**src/rtl/core/srsh_pkg.sv**
```systemverilog
// Package for the square root block: widths, derived sizes and sequencer states.
// No dependencies; imported by square_root_scan_and_heron, srsh_checker and tb_top.
`default_nettype none

package srsh_pkg;

   // Operand bits taken into account and fraction bits of the result
   localparam int IN_WIDTH  = 16;
   localparam int FRAC_BITS = 16;

   // Fixed port widths
   localparam int OPND_W = 16;
   localparam int ROOT_W = 24;

   // Floor root digits, one per pair of operand bits
   localparam int SQ_W   = (IN_WIDTH + 1) / 2;
   localparam int PAD_W  = 2 * SQ_W;
   // Divisor (k, then x1), partial remainder, dividend / quotient shifter
   localparam int DVSR_W = IN_WIDTH + FRAC_BITS;
   localparam int SUB_W  = DVSR_W + 1;
   localparam int DIVD_W = IN_WIDTH + 2 * FRAC_BITS;
   // First division only needs the quotient bits of operand * 2^FRAC_BITS
   localparam int DIV1_STEPS = IN_WIDTH + FRAC_BITS;
   localparam int CNT_W  = $clog2(DIVD_W);
   // Width for the final average, wide enough for the result port too
   localparam int SUM_W  = (DIVD_W + 1 > ROOT_W + 1) ? DIVD_W + 1 : ROOT_W + 1;

   typedef enum logic [4:0] {
      S_IDLE   = 5'b00001,
      S_SQRT   = 5'b00010,
      S_DIV1   = 5'b00100,
      S_DIV2   = 5'b01000,
      S_FINISH = 5'b10000
   } state_type;

endpackage

`default_nettype wire

```
**src/rtl/core/square_root_scan_and_heron.sv**
```systemverilog
// Square root of an unsigned integer in fixed point, two Heron steps from the floor root.
// Depends on srsh_pkg for widths and the sequencer state type.
`default_nettype none

// Usage
//   Request channel (req_valid / req_ready / req_operand): one unsigned operand per
//   request. req_ready is high only while the sequencer is idle.
//   Response channel (rsp_valid / rsp_ready / rsp_root / rsp_exact): one response per
//   request; rsp_root has FRAC_BITS fraction bits, rsp_exact flags a perfect square.
// Throughput
//   Perfect squares skip both divisions and go from the root digits straight to the
//   response. The single shared subtractor yields one root digit per cycle, then one
//   quotient bit per cycle for operand/k and for operand/x1. One request in flight at a
//   time; the next request is taken the cycle after the response is loaded.
// Stalls
//   The response sits in an output register until taken. A new request is accepted
//   while it waits; the sequencer then holds in its last state until the register is
//   free, so nothing is dropped.
// Reset
//   Synchronous, active high: sequencer to idle, response register empty.
module square_root_scan_and_heron (
   input  wire logic                        clock,
   input  wire logic                        reset,
   input  wire logic                        req_valid,
   output logic                             req_ready,
   input  wire logic [srsh_pkg::OPND_W-1:0] req_operand,
   output logic                             rsp_valid,
   input  wire logic                        rsp_ready,
   output logic [srsh_pkg::ROOT_W-1:0]      rsp_root,
   output logic                             rsp_exact
);
   import srsh_pkg::*;

   state_type             state_ff,    state_in;
   logic [CNT_W-1:0]      cnt_ff,      cnt_in;
   logic [IN_WIDTH-1:0]   opnd_ff,     opnd_in;
   logic [SUB_W-1:0]      rem_ff,      rem_in;     // root remainder, then division remainder
   logic [SQ_W-1:0]       sq_ff,       sq_in;      // floor root, later k
   logic [DIVD_W-1:0]     dvd_ff,      dvd_in;     // operand bits out, quotient bits in
   logic [DVSR_W-1:0]     dvsr_ff,     dvsr_in;    // k, then x1
   logic                  exact_ff,    exact_in;
   logic                  rsp_valid_ff, rsp_valid_in;
   logic [ROOT_W-1:0]     rsp_root_ff,  rsp_root_in;
   logic                  rsp_exact_ff, rsp_exact_in;

   // Shared subtract / compare unit
   logic [SUB_W-1:0]      sub_a, sub_b;
   logic [SUB_W:0]        sub_diff;
   logic                  sub_borrow;

   logic [SQ_W-1:0]       sq_step;
   logic [SUB_W-1:0]      rem_sq_step;
   logic [DIVD_W-1:0]     dvd_div_step;
   logic [DVSR_W:0]       x1_sum;
   logic [SUM_W-1:0]      avg_sum;
   logic [SUM_W-1:0]      exact_root;
   logic                  out_free;

   always_comb begin
      sub_a = {rem_ff[SUB_W-2:0], dvd_ff[DIVD_W-1]};
      sub_b = SUB_W'(dvsr_ff);
      if (state_ff == S_SQRT) begin
         sub_a = {rem_ff[SUB_W-3:0], dvd_ff[DIVD_W-1 -: 2]};
         sub_b = SUB_W'({sq_ff, 2'b01});
      end
   end

   assign sub_diff   = {1'b0, sub_a} - {1'b0, sub_b};
   assign sub_borrow = sub_diff[SUB_W];

   // One root digit: keep the trial subtraction when it does not borrow
   assign sq_step      = {sq_ff[SQ_W-2:0], ~sub_borrow};
   assign rem_sq_step  = sub_borrow ? sub_a : sub_diff[SUB_W-1:0];
   // One quotient bit shifted in at the bottom
   assign dvd_div_step = {dvd_ff[DIVD_W-2:0], ~sub_borrow};

   // x1 = (n/k + k) / 2, quotient of the first division is in the low bits
   assign x1_sum = {1'b0, dvd_div_step[DIV1_STEPS-1:0]}
                 + ((DVSR_W + 1)'(sq_ff) << FRAC_BITS);

   // root = (x1 + x2) / 2 for the Heron path, k << FRAC_BITS for exact squares
   assign avg_sum    = (SUM_W'(dvd_ff) + SUM_W'(dvsr_ff)) >> 1;
   assign exact_root = SUM_W'(sq_ff) << FRAC_BITS;

   assign out_free = !rsp_valid_ff || rsp_ready;

   always_comb begin
      state_in     = state_ff;
      cnt_in       = cnt_ff;
      opnd_in      = opnd_ff;
      rem_in       = rem_ff;
      sq_in        = sq_ff;
      dvd_in       = dvd_ff;
      dvsr_in      = dvsr_ff;
      exact_in     = exact_ff;
      rsp_valid_in = rsp_valid_ff && !rsp_ready;
      rsp_root_in  = rsp_root_ff;
      rsp_exact_in = rsp_exact_ff;

      case (state_ff)
         S_IDLE: begin
            if (req_valid) begin
               opnd_in  = IN_WIDTH'(req_operand);
               // operand left-aligned, padded to an even number of bits
               dvd_in   = DIVD_W'(PAD_W'(IN_WIDTH'(req_operand))) << (DIVD_W - PAD_W);
               rem_in   = '0;
               sq_in    = '0;
               cnt_in   = CNT_W'(SQ_W - 1);
               state_in = S_SQRT;
            end
         end
         S_SQRT: begin
            sq_in  = sq_step;
            rem_in = rem_sq_step;
            dvd_in = dvd_ff << 2;
            cnt_in = cnt_ff - 1'b1;
            if (cnt_ff == '0) begin
               exact_in = (rem_sq_step == '0);
               if (rem_sq_step == '0) begin
                  state_in = S_FINISH;
               end else begin
                  // k is the floor root here; first division n * 2^F / k
                  dvsr_in  = DVSR_W'(sq_step);
                  rem_in   = '0;
                  dvd_in   = DIVD_W'(opnd_ff) << (2 * FRAC_BITS);
                  cnt_in   = CNT_W'(DIV1_STEPS - 1);
                  state_in = S_DIV1;
               end
            end
         end
         S_DIV1: begin
            dvd_in = dvd_div_step;
            if (!sub_borrow) begin
               rem_in = sub_diff[SUB_W-1:0];
            end else begin
               rem_in = sub_a;
            end
            cnt_in = cnt_ff - 1'b1;
            if (cnt_ff == '0) begin
               // x2 = n * 2^(2F) / x1, full-length division
               dvsr_in  = x1_sum[DVSR_W:1];
               rem_in   = '0;
               dvd_in   = DIVD_W'(opnd_ff) << (2 * FRAC_BITS);
               cnt_in   = CNT_W'(DIVD_W - 1);
               state_in = S_DIV2;
            end
         end
         S_DIV2: begin
            dvd_in = dvd_div_step;
            if (!sub_borrow) begin
               rem_in = sub_diff[SUB_W-1:0];
            end else begin
               rem_in = sub_a;
            end
            cnt_in = cnt_ff - 1'b1;
            if (cnt_ff == '0) begin
               state_in = S_FINISH;
            end
         end
         S_FINISH: begin
            if (out_free) begin
               rsp_valid_in = 1'b1;
               rsp_exact_in = exact_ff;
               rsp_root_in  = exact_ff ? exact_root[ROOT_W-1:0] : avg_sum[ROOT_W-1:0];
               state_in     = S_IDLE;
            end
         end
         default: begin
            state_in = S_IDLE;
         end
      endcase
   end

   always_ff @(posedge clock) begin
      if (reset) begin
         state_ff     <= S_IDLE;
         rsp_valid_ff <= 1'b0;
      end else begin
         state_ff     <= state_in;
         rsp_valid_ff <= rsp_valid_in;
      end
   end

   always_ff @(posedge clock) begin
      cnt_ff       <= cnt_in;
      opnd_ff      <= opnd_in;
      rem_ff       <= rem_in;
      sq_ff        <= sq_in;
      dvd_ff       <= dvd_in;
      dvsr_ff      <= dvsr_in;
      exact_ff     <= exact_in;
      rsp_root_ff  <= rsp_root_in;
      rsp_exact_ff <= rsp_exact_in;
   end

   assign req_ready = (state_ff == S_IDLE);
   assign rsp_valid = rsp_valid_ff;
   assign rsp_root  = rsp_root_ff;
   assign rsp_exact = rsp_exact_ff;

`ifndef ASSERT_OFF
   // A response is only ever loaded from the finishing state
   a_rsp_from_finish: assert property (@(posedge clock) disable iff (reset)
      $rose(rsp_valid_ff) |-> $past(state_ff == S_FINISH))
      else $error("response loaded outside finishing state");

   // Exact roots carry no fraction bits
   a_exact_whole: assert property (@(posedge clock) disable iff (reset)
      (rsp_valid_ff && rsp_exact_ff) |-> (rsp_root_ff[FRAC_BITS-1:0] == '0))
      else $error("exact root with fraction bits set");

   // Restoring division keeps the partial remainder below the divisor
   a_rem_bound: assert property (@(posedge clock) disable iff (reset)
      (state_ff == S_DIV1 || state_ff == S_DIV2) |-> (rem_ff < SUB_W'(dvsr_ff)))
      else $error("division remainder not below divisor");
`endif

endmodule

`default_nettype wire

```
**config.mk**
```make
export PLATFORM = sky130hd
export DESIGN_NAME = square_root_scan_and_heron
export DESIGN_NICKNAME = d
export VERILOG_FILES = /design/src/rtl/core/srsh_pkg.sv /design/src/rtl/core/square_root_scan_and_heron.sv
export SDC_FILE = /design/constraint.sdc
export NUM_CORES = 1
export LEC_CHECK = 0
export BUFFER_PORTS_ARGS = -buffer_cell sky130_fd_sc_hd__buf_2
export CORE_MARGIN = 4
export CORE_UTILIZATION = 35
export CTS_CLUSTER_SIZE = 30
export DETAILED_ROUTE_END_ITERATION = 10
export GPL_TIMING_DRIVEN = 0
export HOLD_SLACK_MARGIN = 0.02
export SYNTH_ARGS = -nofsm -noshare
export SYNTH_HDL_FRONTEND = slang
export SYNTH_SLANG_ARGS = --single-unit
export TNS_END_PERCENT = 50
```
**constraint.sdc**
```tcl
create_clock -name clock -period 14.7 [get_ports clock]
set_input_delay 3.675 -clock clock [delete_from_list [all_inputs] [get_ports clock]]
set_output_delay 3.675 -clock clock [all_outputs]
set_load 0.005 [all_outputs]
```
==> run summary <==
CLOCKING
---------------------------------------------------------------------------------
Clock insertion delay at the later pin of the skew report                  450 ps
Number of buffers created by CTS                                               17
CTS resizes                                                                     0
Number of setup buffers added after CTS                                         0
TritonCTS clock tree                                                         done
Root buffer selected by CTS                                          sky130_fd_sc_hd__clkbuf_16
Register clock-pin slew on the reported worst setup and hold paths          70 ps
CTS max path bufs                                                               2
Post-CTS Hold Fix Bufs                                                          0
Number of H-tree levels                                                         4
Clock sink count                                                              174

PLACEMENT
---------------------------------------------------------------------------------
Placed standard-cell area                                             0.0132 mm^2
Buffers added on ports                                                         46
Pre-CTS worst setup slack                                                 6470 ps
Final HPWL DP                                                             28.8 mm
Routability congestion estimate from global placement                       0.929

ROUTING
---------------------------------------------------------------------------------
Initial DRC count                                                           1,239
Antenna Nets Post-Route                                                         0
1st-pass router iterations                                                      6
Drt drc                                                                         0
WL per Instance                                                           20.7 um
Post-detailed-routing wire length                                         37.6 mm
Via-per-instance ratio                                                       5.84
Via count                                                                  10,600

GRT
---------------------------------------------------------------------------------
Via count of the first global-routing pass                                 10,100
Largest net degree at the start of global routing                              33
Final global-route overflow total                                               0
Initial antenna violation count                                                 0
Global-route wire length before repair                                    58.1 mm
Combined global-route utilization of all metal layers                       0.193

WORST SETUP PATH
---------------------------------------------------------------------------------
Critical-path maximum fanout                                                   32
Crit path from                                                        state_ff[2]
Type of the setup path with the least slack                          flop to flop
Critical-path cell list                                              or3_4 > nor2_8 > buf_2 > buf_1 > clkbuf_1 > clkbuf_1 > mux2i_1 > ha_1 > and3_1 > nand3_1 > nor4b_2 > nor3_1 > o31ai_1 > a21oi_1 > xnor2_1 > a41oi_1 > or4b_4 > o31ai_4 > nand2_2
Bufs and invs on worst path                                                     4
Kind of launch point of the worst setup path                                 flop
Kind of end point of the critical path                                       flop
Critical path arrival                                                     8370 ps
Reg-to-Reg Start                                                      state_ff[2]
Dominant delay contributor by cell family on the critical path       simple AND/OR/NAND/NOR gates
Critical path's most frequent cell                                   sky130_fd_sc_hd__clkbuf_1
Delay of the slowest cell on the worst path                                670 ps
Slowest CP cell                                                      sky130_fd_sc_hd__or4b_4
Required time reported for the critical path endpoint                   14,700 ps

FINAL LAYOUT
---------------------------------------------------------------------------------
Nets                                                                        1,437
Proportion of layout cells with a drive suffix above 1                     0.0910
Design Area, Final                                                    0.0138 mm^2
Register area                                                        0.00516 mm^2
Area growth syn-to-layout                                                   12.8%
Area taken by multi-input logic gates                                0.00660 mm^2
Fill cells                                                                  3,504
Diodes inserted                                                                 0

FLOORPLANNING
---------------------------------------------------------------------------------
Die Width                                                                  195 um
Die Y-Extent                                                               195 um
Initial core utilization                                                    0.355
Ports placed on the boundary                                                   47
Core outline area                                                     0.0345 mm^2
DIE AREA                                                              0.0381 mm^2
Number of standard-cell rows in the floorplan                                  68

YOSYS
---------------------------------------------------------------------------------
Cell types with the highest counts after synthesis                   sky130_fd_sc_hd__edfxtp_1, sky130_fd_sc_hd__nand2_1, sky130_fd_sc_hd__nor2_1, sky130_fd_sc_hd__a21oi_1, sky130_fd_sc_hd__ha_1
Warning count from the yosys run                                                0
Number of enable-type register cells in the synthesized netlist               168
Count of unique library cells instantiated by Yosys                            80
Syn Area/Cell                                                           9.57 um^2
Top area cells in the synthesized netlist                            sky130_fd_sc_hd__edfxtp_1, sky130_fd_sc_hd__ha_1, sky130_fd_sc_hd__nand2_1
Synthesized Nets                                                            1,367
Number of instances in the synthesized netlist                              1,280
Async SR Flop Fraction                                                          0
Most common cell in the synthesized netlist                          sky130_fd_sc_hd__edfxtp_1
Biggest area consumer among synthesized cells                        sky130_fd_sc_hd__edfxtp_1
Yosys top cell area share                                                   0.412
Fraction of the yosys area taken by sequential cells                        0.422
Total of flip-flops plus latches after synthesis                              174
Synthesized cell area                                                 0.0122 mm^2
Post-synth top flop                                                  sky130_fd_sc_hd__edfxtp_1

POWER
---------------------------------------------------------------------------------
Maximum VDD drop                                                          85.4 uV
Leakage                                                                   5.39 nW
Power Total                                                               1.64 mW
Power density of the placed cells                                     119 mW/mm^2

STA
---------------------------------------------------------------------------------
Final setup skew                                                          11.9 ps
Worst setup margin                                                        6330 ps
Final clock period utilization by the worst path                            0.570
Max_slew headroom                                                           0.322
Top achievable clock speed                                                119 MHz
Transition time at the pin with the least slew margin                     1010 ps
Number of hold violations in the final report                                   0
Fin Setup TNS                                                                0 ps
Number of slew-limit violations in the final report                             0
Setup repair after global routing missed its margin                         false
Final Setup Violations                                                          0
Clock period minus final worst setup slack                                8370 ps

RUN
---------------------------------------------------------------------------------
Max-cap viol count                                                              0

STATUS
---------------------------------------------------------------------------------
Run status                                                              completed

WORST HOLD PATH
---------------------------------------------------------------------------------
Hold/Removal Path Class                                              flop to flop
Startpoint of the worst hold path                                       rsp_valid

[kinds of logic after synthesis]
group | after synthesis | synth area share
simple gates | 496 | 0.200
buf+inv | 121 | 0.0407
xor+xnor | 51 | 0.0365
mux | 37 | 0.0303
compound gates | 334 | 0.201
fa+ha+maj | 67 | 0.0703
flops | 174 | 0.422
[per-layer routing]
| metal | share of wire | track usage | wire length [um] | up-vias |
|---|---|---|---|---|
| li1 | - | - | - | 5003 |
| met1 | 0.46 | 0.277 | 17200 | 5136 |
| met2 | 0.45 | 0.296 | 16800 | 429 |
| met3 | 0.069 | 0.0314 | 2580 | 58 |
| met4 | 0.027 | 0.0641 | 1030 | 0 |
| met5 | 0 | 0 | 0 | - |
[layout by cell type, fill, tap and decap left out, types with 6 or more instances in the layout]
master / instances
sky130_fd_sc_hd__o21a_1: 9
sky130_fd_sc_hd__clkbuf_1: 45
sky130_fd_sc_hd__xor2_1: 27
sky130_fd_sc_hd__o21ai_0: 41
sky130_fd_sc_hd__ha_1: 64
sky130_fd_sc_hd__nand2_1: 153
sky130_fd_sc_hd__inv_1: 56
sky130_fd_sc_hd__dfxtp_1: 6
sky130_fd_sc_hd__or3_1: 13
sky130_fd_sc_hd__a31oi_1: 17
sky130_fd_sc_hd__nor3_1: 56
sky130_fd_sc_hd__nand4_1: 15
sky130_fd_sc_hd__buf_2: 57
sky130_fd_sc_hd__a21oi_1: 83
sky130_fd_sc_hd__a222oi_1: 14
sky130_fd_sc_hd__nand2b_1: 23
sky130_fd_sc_hd__nor4_1: 6
sky130_fd_sc_hd__clkbuf_16: 17
sky130_fd_sc_hd__and2_1: 16
sky130_fd_sc_hd__nor2b_1: 21
sky130_fd_sc_hd__o211ai_1: 6
sky130_fd_sc_hd__a32o_1: 30
sky130_fd_sc_hd__xnor2_1: 24
sky130_fd_sc_hd__mux2i_1: 36
sky130_fd_sc_hd__o21bai_1: 7
sky130_fd_sc_hd__nor2_1: 103
sky130_fd_sc_hd__a221o_1: 17
sky130_fd_sc_hd__a211o_1: 6
sky130_fd_sc_hd__nand3_1: 31
sky130_fd_sc_hd__a21o_1: 25
sky130_fd_sc_hd__a211oi_1: 10
sky130_fd_sc_hd__and3_1: 24
sky130_fd_sc_hd__edfxtp_1: 168
sky130_fd_sc_hd__nand3b_1: 7
[metrics by stage]
| stage | cells | util | hold WS [ps] |
|---|---|---|---|
| after floorplan | 1280 | - | 468 |
| after global placement | 1781 | 0.378 | 463 |
| after detailed placement | 1786 | 0.382 | 478 |
| after CTS | 1818 | 0.400 | 491 |
| after global routing | 1818 | 0.400 | 517 |
| final | 1818 | 0.400 | 486 |
[flip-flops by register name (all words and copies together) (netlist names)]
name,flops
cnt_ff,6
dvd_ff,48
dvsr_ff,32
exact_ff,1
opnd_ff,16
rem_ff,32
rsp_exact,1
rsp_root,24
rsp_valid,1
sq_ff,8
state_ff,5
[where the power goes]
part,internal (mW),leakage (nW),total [mW],switching [mW]
Sequential,0.593,1.72,0.630,0.0371
Clock,0.287,0.301,0.503,0.216
Combinational,0.184,3.38,0.508,0.324
Total,1.06,5.39,1.64,0.577
[path summary, 6_finish.rpt]
check | to | slack (ps) | depth (start not counted)
max | dvsr_ff[17] | 6330 | 19
min | rsp_valid | 490 | 2
max reg2reg | dvsr_ff[17] | 6330 | 19
min reg2reg | rsp_valid | 490 | 2
[tightest hold or removal path, stage by stage (launching register included)]
cell and delay (ps):
sky130_fd_sc_hd__dfxtp_1 320, sky130_fd_sc_hd__nand2b_1 70, sky130_fd_sc_hd__a21oi_1 60
[area by class of cell]
class / count / share of cell area
plain buffers: 65 / 0.0208
well taps: 455 / 0.0412
repair buffers: 51 / 0.0252
clock inverters: 15 / 0.0153
clock buffers: 17 / 0.0308
inverters: 56 / 0.0152
multi-input cells: 985 / 0.478
flip-flops and latches: 174 / 0.374
No activity file was read; power rests on OpenSTA's default activity.
